==> src/lru_pkg.sv <==
// ----------------------------------------------------------------------------
// lru_pkg
// Shared constants and structs for the LRU page replacement core: port
// widths, parameter defaults and the flag groups passed along the cell chain.
// ----------------------------------------------------------------------------
package lru_pkg;

  // parameter defaults
  localparam int MAX_SLOTS_DEF = 16;
  localparam int PAGE_BITS_DEF = 16;

  // fixed port widths
  localparam int CFG_W       = 5;
  localparam int SLOT_W      = 4;
  localparam int PORT_PAGE_W = 16;
  localparam int COUNT_W     = 16;

  // register reset value and counter ceiling
  localparam logic [CFG_W-1:0]   FRAMES_RESET = 5'd4;
  localparam logic [COUNT_W-1:0] COUNT_MAX    = '1;

  // flags carried by the search wave from cell to cell
  typedef struct packed {
    logic hit;      // a matching frame has been seen
    logic empty;    // an empty active frame has been seen
    logic vic_set;  // a victim candidate has been taken
  } lru_flags_t;

  // update command broadcast to every cell
  typedef struct packed {
    logic en;     // apply the update this cycle
    logic hit;    // reference hit, otherwise a fault
    logic clear;  // end of string, wipe the table
  } lru_upd_t;

endpackage

==> src/lru_cell.sv <==
// ----------------------------------------------------------------------------
// lru_cell
// One frame of the table: resident page, valid bit and recency rank, plus a
// stage of the search wave that folds this frame into the running result.
// ----------------------------------------------------------------------------
module lru_cell #(
  parameter int IDX       = 0,
  parameter int MAX_SLOTS = lru_pkg::MAX_SLOTS_DEF,
  parameter int PAGE_BITS = lru_pkg::PAGE_BITS_DEF,
  parameter int IW        = $clog2(MAX_SLOTS)
) (
  input  logic                 clk,
  input  logic                 rst,
  input  logic [PAGE_BITS-1:0] page,
  input  logic                 active,
  // search wave in
  input  lru_pkg::lru_flags_t  flags_in,
  input  logic [IW-1:0]        hit_idx_in,
  input  logic [IW-1:0]        hit_rank_in,
  input  logic [IW-1:0]        empty_idx_in,
  input  logic [IW-1:0]        vic_idx_in,
  input  logic [IW-1:0]        vic_rank_in,
  input  logic [PAGE_BITS-1:0] vic_page_in,
  // search wave out, registered
  output lru_pkg::lru_flags_t  flags_out,
  output logic [IW-1:0]        hit_idx_out,
  output logic [IW-1:0]        hit_rank_out,
  output logic [IW-1:0]        empty_idx_out,
  output logic [IW-1:0]        vic_idx_out,
  output logic [IW-1:0]        vic_rank_out,
  output logic [PAGE_BITS-1:0] vic_page_out,
  // update broadcast
  input  lru_pkg::lru_upd_t    upd,
  input  logic [IW-1:0]        upd_slot,
  input  logic [IW-1:0]        upd_rank
);
  import lru_pkg::*;

  localparam logic [IW-1:0] MY_IDX = IW'(IDX);
  localparam logic [IW-1:0] RANK_MAX = IW'(MAX_SLOTS - 1);

  logic [PAGE_BITS-1:0] frame_page;
  logic                 frame_valid;
  logic [IW-1:0]        rank;

  lru_flags_t           flags_next;
  logic [IW-1:0]        hit_idx_next;
  logic [IW-1:0]        hit_rank_next;
  logic [IW-1:0]        empty_idx_next;
  logic [IW-1:0]        vic_idx_next;
  logic [IW-1:0]        vic_rank_next;
  logic [PAGE_BITS-1:0] vic_page_next;

  logic                 frame_valid_next;
  logic [IW-1:0]        rank_next;
  logic                 load;
  logic                 age;
  logic                 is_slot;

  // fold this frame into the search result
  always_comb begin
    flags_next     = flags_in;
    hit_idx_next   = hit_idx_in;
    hit_rank_next  = hit_rank_in;
    empty_idx_next = empty_idx_in;
    vic_idx_next   = vic_idx_in;
    vic_rank_next  = vic_rank_in;
    vic_page_next  = vic_page_in;
    // lowest matching frame wins
    if (active && frame_valid && (frame_page == page) && !flags_in.hit) begin
      flags_next.hit = 1'b1;
      hit_idx_next   = MY_IDX;
      hit_rank_next  = rank;
    end
    // lowest empty frame
    if (active && !frame_valid && !flags_in.empty) begin
      flags_next.empty = 1'b1;
      empty_idx_next   = MY_IDX;
    end
    // oldest frame, lowest index among equal ranks
    if (active && (!flags_in.vic_set || (rank > vic_rank_in))) begin
      flags_next.vic_set = 1'b1;
      vic_idx_next       = MY_IDX;
      vic_rank_next      = rank;
      vic_page_next      = frame_page;
    end
  end

  // search stage register
  always_ff @(posedge clk) begin
    flags_out     <= flags_next;
    hit_idx_out   <= hit_idx_next;
    hit_rank_out  <= hit_rank_next;
    empty_idx_out <= empty_idx_next;
    vic_idx_out   <= vic_idx_next;
    vic_rank_out  <= vic_rank_next;
    vic_page_out  <= vic_page_next;
  end

  // next frame state for an update
  always_comb begin
    is_slot          = (upd_slot == MY_IDX);
    age              = active && frame_valid && (rank != RANK_MAX) &&
                       (!upd.hit || (rank < upd_rank));
    rank_next        = rank;
    frame_valid_next = frame_valid;
    load             = 1'b0;
    if (age) begin
      rank_next = rank + 1'b1;
    end
    if (is_slot) begin
      rank_next = '0;
      if (!upd.hit) begin
        frame_valid_next = 1'b1;
        load             = 1'b1;
      end
    end
    if (upd.clear) begin
      rank_next        = '0;
      frame_valid_next = 1'b0;
    end
  end

  // frame control state
  always_ff @(posedge clk) begin
    if (rst) begin
      frame_valid <= 1'b0;
      rank        <= '0;
    end else if (upd.en) begin
      frame_valid <= frame_valid_next;
      rank        <= rank_next;
    end
  end

  // resident page
  always_ff @(posedge clk) begin
    if (upd.en && load) begin
      frame_page <= page;
    end
  end

endmodule

==> src/lru_chain.sv <==
// ----------------------------------------------------------------------------
// lru_chain
// Row of frame cells. Decodes which frames are active, seeds the search wave
// at the first cell and presents the wave leaving the last cell.
// ----------------------------------------------------------------------------
module lru_chain #(
  parameter int MAX_SLOTS = lru_pkg::MAX_SLOTS_DEF,
  parameter int PAGE_BITS = lru_pkg::PAGE_BITS_DEF,
  parameter int IW        = $clog2(MAX_SLOTS),
  parameter int CW        = $clog2(MAX_SLOTS + 1)
) (
  input  logic                 clk,
  input  logic                 rst,
  input  logic [PAGE_BITS-1:0] page,
  input  logic [CW-1:0]        n_act,
  input  lru_pkg::lru_upd_t    upd,
  input  logic [IW-1:0]        upd_slot,
  input  logic [IW-1:0]        upd_rank,
  output lru_pkg::lru_flags_t  res_flags,
  output logic [IW-1:0]        res_hit_idx,
  output logic [IW-1:0]        res_hit_rank,
  output logic [IW-1:0]        res_empty_idx,
  output logic [IW-1:0]        res_vic_idx,
  output logic [PAGE_BITS-1:0] res_vic_page
);
  import lru_pkg::*;

  // wave links, entry i feeds cell i
  lru_flags_t           flags    [MAX_SLOTS+1];
  logic [IW-1:0]        hit_idx  [MAX_SLOTS+1];
  logic [IW-1:0]        hit_rank [MAX_SLOTS+1];
  logic [IW-1:0]        empty_idx[MAX_SLOTS+1];
  logic [IW-1:0]        vic_idx  [MAX_SLOTS+1];
  logic [IW-1:0]        vic_rank [MAX_SLOTS+1];
  logic [PAGE_BITS-1:0] vic_page [MAX_SLOTS+1];
  logic [MAX_SLOTS-1:0] active;

  // empty search state enters the first cell
  assign flags[0]     = '0;
  assign hit_idx[0]   = '0;
  assign hit_rank[0]  = '0;
  assign empty_idx[0] = '0;
  assign vic_idx[0]   = '0;
  assign vic_rank[0]  = '0;
  assign vic_page[0]  = '0;

  // only the lowest n_act frames take part
  always_comb begin
    for (int i = 0; i < MAX_SLOTS; i++) begin
      active[i] = (CW'(i) < n_act);
    end
  end

  for (genvar g = 0; g < MAX_SLOTS; g++) begin : g_cell
    lru_cell #(
      .IDX       (g),
      .MAX_SLOTS (MAX_SLOTS),
      .PAGE_BITS (PAGE_BITS),
      .IW        (IW)
    ) u_cell (
      .clk           (clk),
      .rst           (rst),
      .page          (page),
      .active        (active[g]),
      .flags_in      (flags[g]),
      .hit_idx_in    (hit_idx[g]),
      .hit_rank_in   (hit_rank[g]),
      .empty_idx_in  (empty_idx[g]),
      .vic_idx_in    (vic_idx[g]),
      .vic_rank_in   (vic_rank[g]),
      .vic_page_in   (vic_page[g]),
      .flags_out     (flags[g+1]),
      .hit_idx_out   (hit_idx[g+1]),
      .hit_rank_out  (hit_rank[g+1]),
      .empty_idx_out (empty_idx[g+1]),
      .vic_idx_out   (vic_idx[g+1]),
      .vic_rank_out  (vic_rank[g+1]),
      .vic_page_out  (vic_page[g+1]),
      .upd           (upd),
      .upd_slot      (upd_slot),
      .upd_rank      (upd_rank)
    );
  end

  // result leaving the last cell; hit rank is also needed by the update
  assign res_flags     = flags[MAX_SLOTS];
  assign res_hit_idx   = hit_idx[MAX_SLOTS];
  assign res_hit_rank  = hit_rank[MAX_SLOTS];
  assign res_empty_idx = empty_idx[MAX_SLOTS];
  assign res_vic_idx   = vic_idx[MAX_SLOTS];
  assign res_vic_page  = vic_page[MAX_SLOTS];

endmodule

==> src/lru_page_replacement_core.sv <==
// ----------------------------------------------------------------------------
// lru_page_replacement_core
// Fully associative LRU page table. Each input item is one page reference;
// each result item reports hit or fault, the frame used, any evicted page and
// the running fault count of the current reference string.
//
// Input channel (in_valid/in_ready) carries page and last_ref. Output channel
// (out_valid/out_ready) carries one result item per input item. The config
// channel (cfg_valid/cfg_data) writes frames_in_use, always ready; write it
// only while no reference is in flight.
// Operation: a search wave runs down the row of MAX_SLOTS cells, one cell per
// cycle, then one update step applies the result to all frames at once. The
// result is loaded into the output register by that same update step.
// One item is in flight at a time; the next item may be accepted while the
// previous result still waits in the output register. If the receiver
// stalls, the next item is held before its update until that result is taken.
// Reset clears the table, the fault counter and sets frames_in_use to 4.
// An item with last_ref set clears the table and counter after its result.
// ----------------------------------------------------------------------------
module lru_page_replacement_core #(
  parameter int MAX_SLOTS = lru_pkg::MAX_SLOTS_DEF,
  parameter int PAGE_BITS = lru_pkg::PAGE_BITS_DEF
) (
  input  logic                              clk,
  input  logic                              rst,
  // reference items
  input  logic                              in_valid,
  output logic                              in_ready,
  input  logic [lru_pkg::PORT_PAGE_W-1:0]   page,
  input  logic                              last_ref,
  // result items
  output logic                              out_valid,
  input  logic                              out_ready,
  output logic                              fault,
  output logic [lru_pkg::SLOT_W-1:0]        slot,
  output logic                              evicted_valid,
  output logic [lru_pkg::PORT_PAGE_W-1:0]   evicted_page,
  output logic [lru_pkg::COUNT_W-1:0]       fault_total,
  output logic                              string_end,
  // configuration
  input  logic                              cfg_valid,
  output logic                              cfg_ready,
  input  logic [lru_pkg::CFG_W-1:0]         cfg_data
);
  import lru_pkg::*;

  localparam int IW = $clog2(MAX_SLOTS);
  localparam int CW = $clog2(MAX_SLOTS + 1);
  localparam logic [IW-1:0] SCAN_LAST = IW'(MAX_SLOTS - 1);

  // controller states
  localparam logic [1:0] S_IDLE = 2'd0;
  localparam logic [1:0] S_SCAN = 2'd1;
  localparam logic [1:0] S_UPD  = 2'd2;

  logic [1:0]           state;
  logic [IW-1:0]        scan_cnt;
  logic [CFG_W-1:0]     frames_in_use;
  logic [CW-1:0]        n_act;
  logic [31:0]          cfg_wide;
  logic [PAGE_BITS-1:0] page_r;
  logic                 last_r;
  logic [COUNT_W-1:0]   fault_cnt;
  logic [COUNT_W-1:0]   fault_cnt_next;

  lru_flags_t           res_flags;
  logic [IW-1:0]        res_hit_idx;
  logic [IW-1:0]        res_empty_idx;
  logic [IW-1:0]        res_vic_idx;
  logic [PAGE_BITS-1:0] res_vic_page;
  logic [IW-1:0]        hit_rank;

  lru_upd_t             upd;
  logic [IW-1:0]        upd_slot;
  logic                 ev_valid;
  logic                 in_acc;
  logic                 out_free;

  assign in_ready  = (state == S_IDLE);
  assign in_acc    = in_valid && in_ready;
  assign cfg_ready = 1'b1;
  assign out_free  = !out_valid || out_ready;

  // frames_in_use register
  always_ff @(posedge clk) begin
    if (rst) begin
      frames_in_use <= FRAMES_RESET;
    end else if (cfg_valid) begin
      frames_in_use <= cfg_data;
    end
  end

  // active frame count, clamped to 1..MAX_SLOTS
  always_comb begin
    cfg_wide = 32'(frames_in_use);
    if (cfg_wide == 32'd0) begin
      n_act = CW'(1);
    end else if (cfg_wide > 32'(MAX_SLOTS)) begin
      n_act = CW'(MAX_SLOTS);
    end else begin
      n_act = CW'(cfg_wide);
    end
  end

  // held reference
  always_ff @(posedge clk) begin
    if (in_acc) begin
      page_r <= PAGE_BITS'(page);
      last_r <= last_ref;
    end
  end

  // controller
  always_ff @(posedge clk) begin
    if (rst) begin
      state    <= S_IDLE;
      scan_cnt <= '0;
    end else begin
      unique case (state)
        S_IDLE: begin
          if (in_acc) begin
            state    <= S_SCAN;
            scan_cnt <= '0;
          end
        end
        S_SCAN: begin
          scan_cnt <= scan_cnt + 1'b1;
          if (scan_cnt == SCAN_LAST) begin
            state <= S_UPD;
          end
        end
        S_UPD: begin
          if (out_free) begin
            state <= S_IDLE;
          end
        end
        default: begin
          state <= S_IDLE;
        end
      endcase
    end
  end

  // decision from the wave leaving the last cell
  always_comb begin
    ev_valid = 1'b0;
    if (res_flags.hit) begin
      upd_slot = res_hit_idx;
    end else if (res_flags.empty) begin
      upd_slot = res_empty_idx;
    end else begin
      upd_slot = res_vic_idx;
      ev_valid = 1'b1;
    end
    upd.en    = (state == S_UPD) && out_free;
    upd.hit   = res_flags.hit;
    upd.clear = last_r;
    fault_cnt_next = fault_cnt;
    if (!res_flags.hit && (fault_cnt != COUNT_MAX)) begin
      fault_cnt_next = fault_cnt + 1'b1;
    end
  end

  // the chain keeps the hit rank alongside the hit index
  lru_chain #(
    .MAX_SLOTS (MAX_SLOTS),
    .PAGE_BITS (PAGE_BITS),
    .IW        (IW),
    .CW        (CW)
  ) u_chain (
    .clk           (clk),
    .rst           (rst),
    .page          (page_r),
    .n_act         (n_act),
    .upd           (upd),
    .upd_slot      (upd_slot),
    .upd_rank      (hit_rank),
    .res_flags     (res_flags),
    .res_hit_idx   (res_hit_idx),
    .res_hit_rank  (hit_rank),
    .res_empty_idx (res_empty_idx),
    .res_vic_idx   (res_vic_idx),
    .res_vic_page  (res_vic_page)
  );

  // fault counter
  always_ff @(posedge clk) begin
    if (rst) begin
      fault_cnt <= '0;
    end else if (upd.en) begin
      fault_cnt <= last_r ? '0 : fault_cnt_next;
    end
  end

  // output register
  always_ff @(posedge clk) begin
    if (rst) begin
      out_valid <= 1'b0;
    end else if (upd.en) begin
      out_valid <= 1'b1;
    end else if (out_ready) begin
      out_valid <= 1'b0;
    end
  end

  always_ff @(posedge clk) begin
    if (upd.en) begin
      fault         <= !res_flags.hit;
      slot          <= SLOT_W'(upd_slot);
      evicted_valid <= ev_valid;
      evicted_page  <= ev_valid ? PORT_PAGE_W'(res_vic_page) : '0;
      fault_total   <= fault_cnt_next;
      string_end    <= last_r;
    end
  end

  // a hit never evicts
  a_hit_no_evict: assert property (@(posedge clk) disable iff (rst)
    out_valid && !fault |-> !evicted_valid)
    else $error("eviction reported on a hit");

  // evicted page reads zero when nothing was evicted
  a_evict_zero: assert property (@(posedge clk) disable iff (rst)
    out_valid && !evicted_valid |-> evicted_page == '0)
    else $error("evicted page not zero without eviction");

  // a fault result always carries a non-zero total
  a_fault_total: assert property (@(posedge clk) disable iff (rst)
    out_valid && fault |-> fault_total != '0)
    else $error("fault reported with zero total");

  // the counter steps by at most one, or clears at string end
  a_cnt_step: assert property (@(posedge clk) disable iff (rst)
    !$past(rst) |-> (fault_cnt == $past(fault_cnt)) ||
                    (fault_cnt == $past(fault_cnt) + 1'b1) || (fault_cnt == '0))
    else $error("fault counter jumped");

endmodule
==> config.mk <==
export PLATFORM = sky130hd
export DESIGN_NAME = lru_page_replacement_core
export DESIGN_NICKNAME = d
export VERILOG_FILES = /design/src/lru_pkg.sv /design/src/lru_cell.sv /design/src/lru_chain.sv /design/src/lru_page_replacement_core.sv
export SDC_FILE = /design/constraint.sdc
export NUM_CORES = 1
export LEC_CHECK = 0
export BUFFER_PORTS_ARGS = -buffer_cell sky130_fd_sc_hd__buf_4
export CAP_MARGIN = 25
export CORE_ASPECT_RATIO = 0.5
export CORE_MARGIN = 2
export CORE_UTILIZATION = 55
export DETAILED_ROUTE_END_ITERATION = 8
export PLACE_DENSITY_LB_ADDON = 0.25
export SLEW_MARGIN = 25
export SYNTH_ARGS = -nofsm -noshare
export SYNTH_HDL_FRONTEND = slang
export SYNTH_SLANG_ARGS = --single-unit
export TNS_END_PERCENT = 100
==> constraint.sdc <==
create_clock -name clk -period 5.1 [get_ports clk]
set_input_delay 1.275 -clock clk [delete_from_list [all_inputs] [get_ports clk]]
set_output_delay 1.275 -clock clk [all_outputs]
set_load 0.05 [all_outputs]
==> metrics.md <==
| Metric | Value |
|---|---|
| Outcome | `finished, final reports clean` |
| Synthesized flop and latch total | `994` |
| Asr flop ratio synth | `0` |
| Final setup fails | `0` |
| Share of the clock period used by the worst path | `0.630` |
| Bufs and invs on worst path | `1` |
| Core area | `69100 µm²` |
| Vias in the first global route | `22945` |
| Hpwl dp | `65.9 mm` |
| Yosys cell types | `82` |
| Hold Startpoint | `u_chain.g_cell[0].u_cell.frame_page[15]$_DFFE_PP_` |
| Port bufs | `67` |
| R2r endpoint | `u_chain.g_cell[11].u_cell.hit_rank_out[2]$_DFF_P_` |
| Setup crit end kind | `flip-flop` |
| Crit Path Class | `reg2reg` |
| Clock slew at reported path FFs | `0.07 ns` |
| Final Hold Viols | `0` |
| Largest net degree at the start of global routing | `46` |
| Max Fclk | `0.311 GHz` |
| Most numerous cell in the Yosys netlist | `dfxtp_1` |
| Iteration-0 DRC Markers | `2247` |
| Arr. time, crit path | `3.75 ns` |
| Post-synth EDFFs | `312` |
| TritonCTS buffer count | `84` |
| Top-area cell type share of the netlist area | `0.355` |
| Clock Sinks | `994` |
| Crit path max fanout | `19` |
| First-pass GRT wire length | `142 mm` |
| Syn_area_per_cell | `12.7 µm²` |
| Post-layout minimum cycle time | `3.21 ns` |
| Mapped Area | `38400 µm²` |
| Worst skew pair latency | `0.66 ns` |
| Filler cells | `5323` |
| Die footprint | `72200 µm²` |
| Hold depth | `0` |
| Sequential power share | `0.537` |
| Grt total ovfl | `0` |
| Min-delay worst type | `reg2reg` |
| Antenna violations before repair | `3` |
| Leak pwr | `0.0163 µW` |
| Ys flop type | `dfxtp_1` |
| Net Sw Frac | `0.218` |
| Sequential fraction of the synthesis area | `0.599` |
| Area delta synth->final | `12.0%` |
| Num rows | `68` |
| Slowest CP cell | `dfxtp_1` |
| Drt via density | `5.71` |
| Relative slew slack | `0.304` |
| Die width | `378 µm` |
| Worst Tran Pin Value | `1.04 ns` |
| Largest cells by area after synthesis | `dfxtp_1 36%, edfxtp_1 24%, mux2_2 10%` |
| H-tree Lvls | `3` |
| CTS tree | `done` |
| Slew Limit Fails | `0` |
| WL/cell | `22.8 µm` |
| Yosys warns | `0` |
| Layout cells sized above 1 | `0.244` |
| Yosys top cell by area | `dfxtp_1` |
| Nets | `3270` |
| P per Cell Area | `379 nW/µm²` |
| Crit path largest cell delay | `0.89 ns` |
| FF/Latch Area | `23000 µm²` |
| Placer congestion estimate | `0.897` |
| Bufs on Longest Clock Path | `3` |
| DRC viols | `0` |
| Top post-synthesis cells by count | `682 x dfxtp_1, 349 x mux2_2, 312 x edfxtp_1` |
| Max-cap violations | `0` |
| TritonRoute pass-1 iters | `7` |
| Hold_buf cts | `0` |
| Clock root buffer | `clkbuf_16` |
| Clk_skew | `0.0222 ns` |
| Multi-input combinational cell area | `14500 µm²` |
| Logic pwr share | `0.053` |
| Via count | `23598` |
| Worst path cell trace | `buf_4 -> a21oi_1 -> nand2b_1 -> nor4_4 -> mux2_2` |
| CTS resizes | `0` |
| Required time worst endpoint | `5.63 ns` |
| Total track usage | `0.262` |
| Hold EP | `u_chain.g_cell[0].u_cell.vic_page_out[15]$_SDFF_PP0_` |
| Total power | `16300 µW` |
| Final WL | `94.4 mm` |
| Fin Setup TNS | `0 ns` |
| Starting density of the core | `0.556` |
| NetSw | `3560 µW` |
| R2r startpoint | `frames_in_use[4]$_SDFFE_PP0P_` |
| Family with the most delay on the worst path | `simple AND/OR/NAND/NOR gates` |
| VDD IR max | `0.000257 V` |
| Die height | `191 µm` |
| Clock Power Share | `0.410` |
| Postcts setup bufs | `0` |
| Critical path startpoint category | `flip-flop` |
| RSZ-0062 raised after global routing | `no` |
| Detail Route Antenna Nets | `0` |
| Cells after Synth | `3020` |
| Cell Int Power | `12800 µW` |
| Reg2reg path depth | `5` |
| IO Count | `69` |
| R2r setup slk | `1.89 ns` |
cell usage in the layout, fill, tap and decap left out, drive strengths merged, types with 26 or more instances in the layout:
cell,count
xor2,130
clkinv,26
nand2,78
inv,91
mux2,354
o21ai,85
and2,34
clkbuf,116
xnor2,147
edfxtp,312
dfxtp,682
nor3,42
nor4,38
nand3,78
buf,141
nor2,116
ha,126
nand4,64
nor2b,64
or2,91
a21oi,67
nand2b,35
o21a,53
layer usage:
metal | GRT usage | up-vias | share of wire
li1 | - | 10914 | -
met1 | 0.395 | 11703 | 0.48
met2 | 0.391 | 863 | 0.43
met3 | 0.0540 | 118 | 0.081
met4 | 0.0553 | 0 | 0.017
met5 | 0 | - | 0
state kept, by name, indices dropped and copies added (netlist names):
signal and count:
page_r 16, u_chain.g_cell.u_cell.hit_rank_out 64, fault_total 16, last_r 1, string_end 1, evicted_valid 1
u_chain.g_cell.u_cell.hit_idx_out 49, frames_in_use 5, out_valid 1, u_chain.g_cell.u_cell.flags_out 47, u_chain.g_cell.u_cell.vic_idx_out 49, evicted_page 16
fault 1, slot 4, u_chain.g_cell.u_cell.frame_valid 16, scan_cnt 4, u_chain.g_cell.u_cell.empty_idx_out 49, u_chain.g_cell.u_cell.rank 64
fault_cnt 16, u_chain.g_cell.u_cell.vic_page_out 256, state 2, u_chain.g_cell.u_cell.frame_page 256, u_chain.g_cell.u_cell.vic_rank_out 60
how the worst max path moves through the flow:
stage	start	depth (start not counted)	endpoint
after floorplan	out_ready	9	fault_cnt[1]$_SDFFE_PP0P_
after global placement	out_ready	9	u_chain.g_cell[13].u_cell.rank[2]$_SDFFE_PP0P_
after detailed placement	out_ready	8	u_chain.g_cell[15].u_cell.rank[3]$_SDFFE_PP0P_
after CTS	page_r[1]$_DFFE_PP_	6	u_chain.g_cell[14].u_cell.hit_rank_out[2]$_DFF_P_
after global routing	u_chain.g_cell[15].u_cell.flags_out[2]$_SDFF_PP1_	9	u_chain.g_cell[3].u_cell.rank[2]$_SDFFE_PP0P_
final	frames_in_use[4]$_SDFFE_PP0P_	5	u_chain.g_cell[11].u_cell.hit_rank_out[2]$_DFF_P_
power groups by stage:
| stage | Clock [µW] | Sequential, µW | Combinational (µW) |
|---|---|---|---|
| final | 6700 | 8770 | 863 |
| after global routing | 7090 | 8800 | 913 |
| after CTS | 6770 | 8760 | 855 |
| after detailed placement | 0 | 8930 | 842 |
| after global placement | 0 | 8930 | 833 |
| after floorplan | 0 | 8820 | 594 |
cell families (layout without fill, tap and decap cells):
family,Yosys count,in the layout,share of synthesized area
DFF,994,994,0.599
xor gates and xnor gates,277,277,0.0635
buffers and inverters,218,385,0.0261
adders and majority gates,126,126,0.0410
other,1,5,0.0000975
muxes,375,375,0.110
AOI/OAI and AO/OA,325,325,0.0569
and+or+nand+nor,704,704,0.104
worst register-to-register path: stages, from the launching register on:
cell	delay, ns
dfxtp_1	0.89
buf_4	0.35
a21oi_1	0.12
nand2b_1	0.43
nor4_4	0.89
mux2_2	0.43
cell type report:
cell class | instances | share of cell area
diodes | 3 | 0.000174
multi-input cells | 1809 | 0.338
flip-flops and latches | 994 | 0.535
repair buffers | 141 | 0.0249
clock buffers | 116 | 0.0564
clock inverters | 41 | 0.0112
inverters | 87 | 0.00764
well taps | 945 | 0.0275
per-stage QoR:
step	cells	instance area, µm²	util	worst slack [ns]	hold WS [ns]
floorplan	3021	38400	-	1.10	0.385
global placement	3976	40100	0.581	1.58	0.371
detailed placement	3976	40100	0.581	1.45	0.375
CTS	4133	43000	0.623	1.95	0.389
global route	4133	43000	0.623	1.77	0.396
finish	4136	43100	0.623	1.89	0.388
No activity file was read; power rests on OpenSTA's default activity.
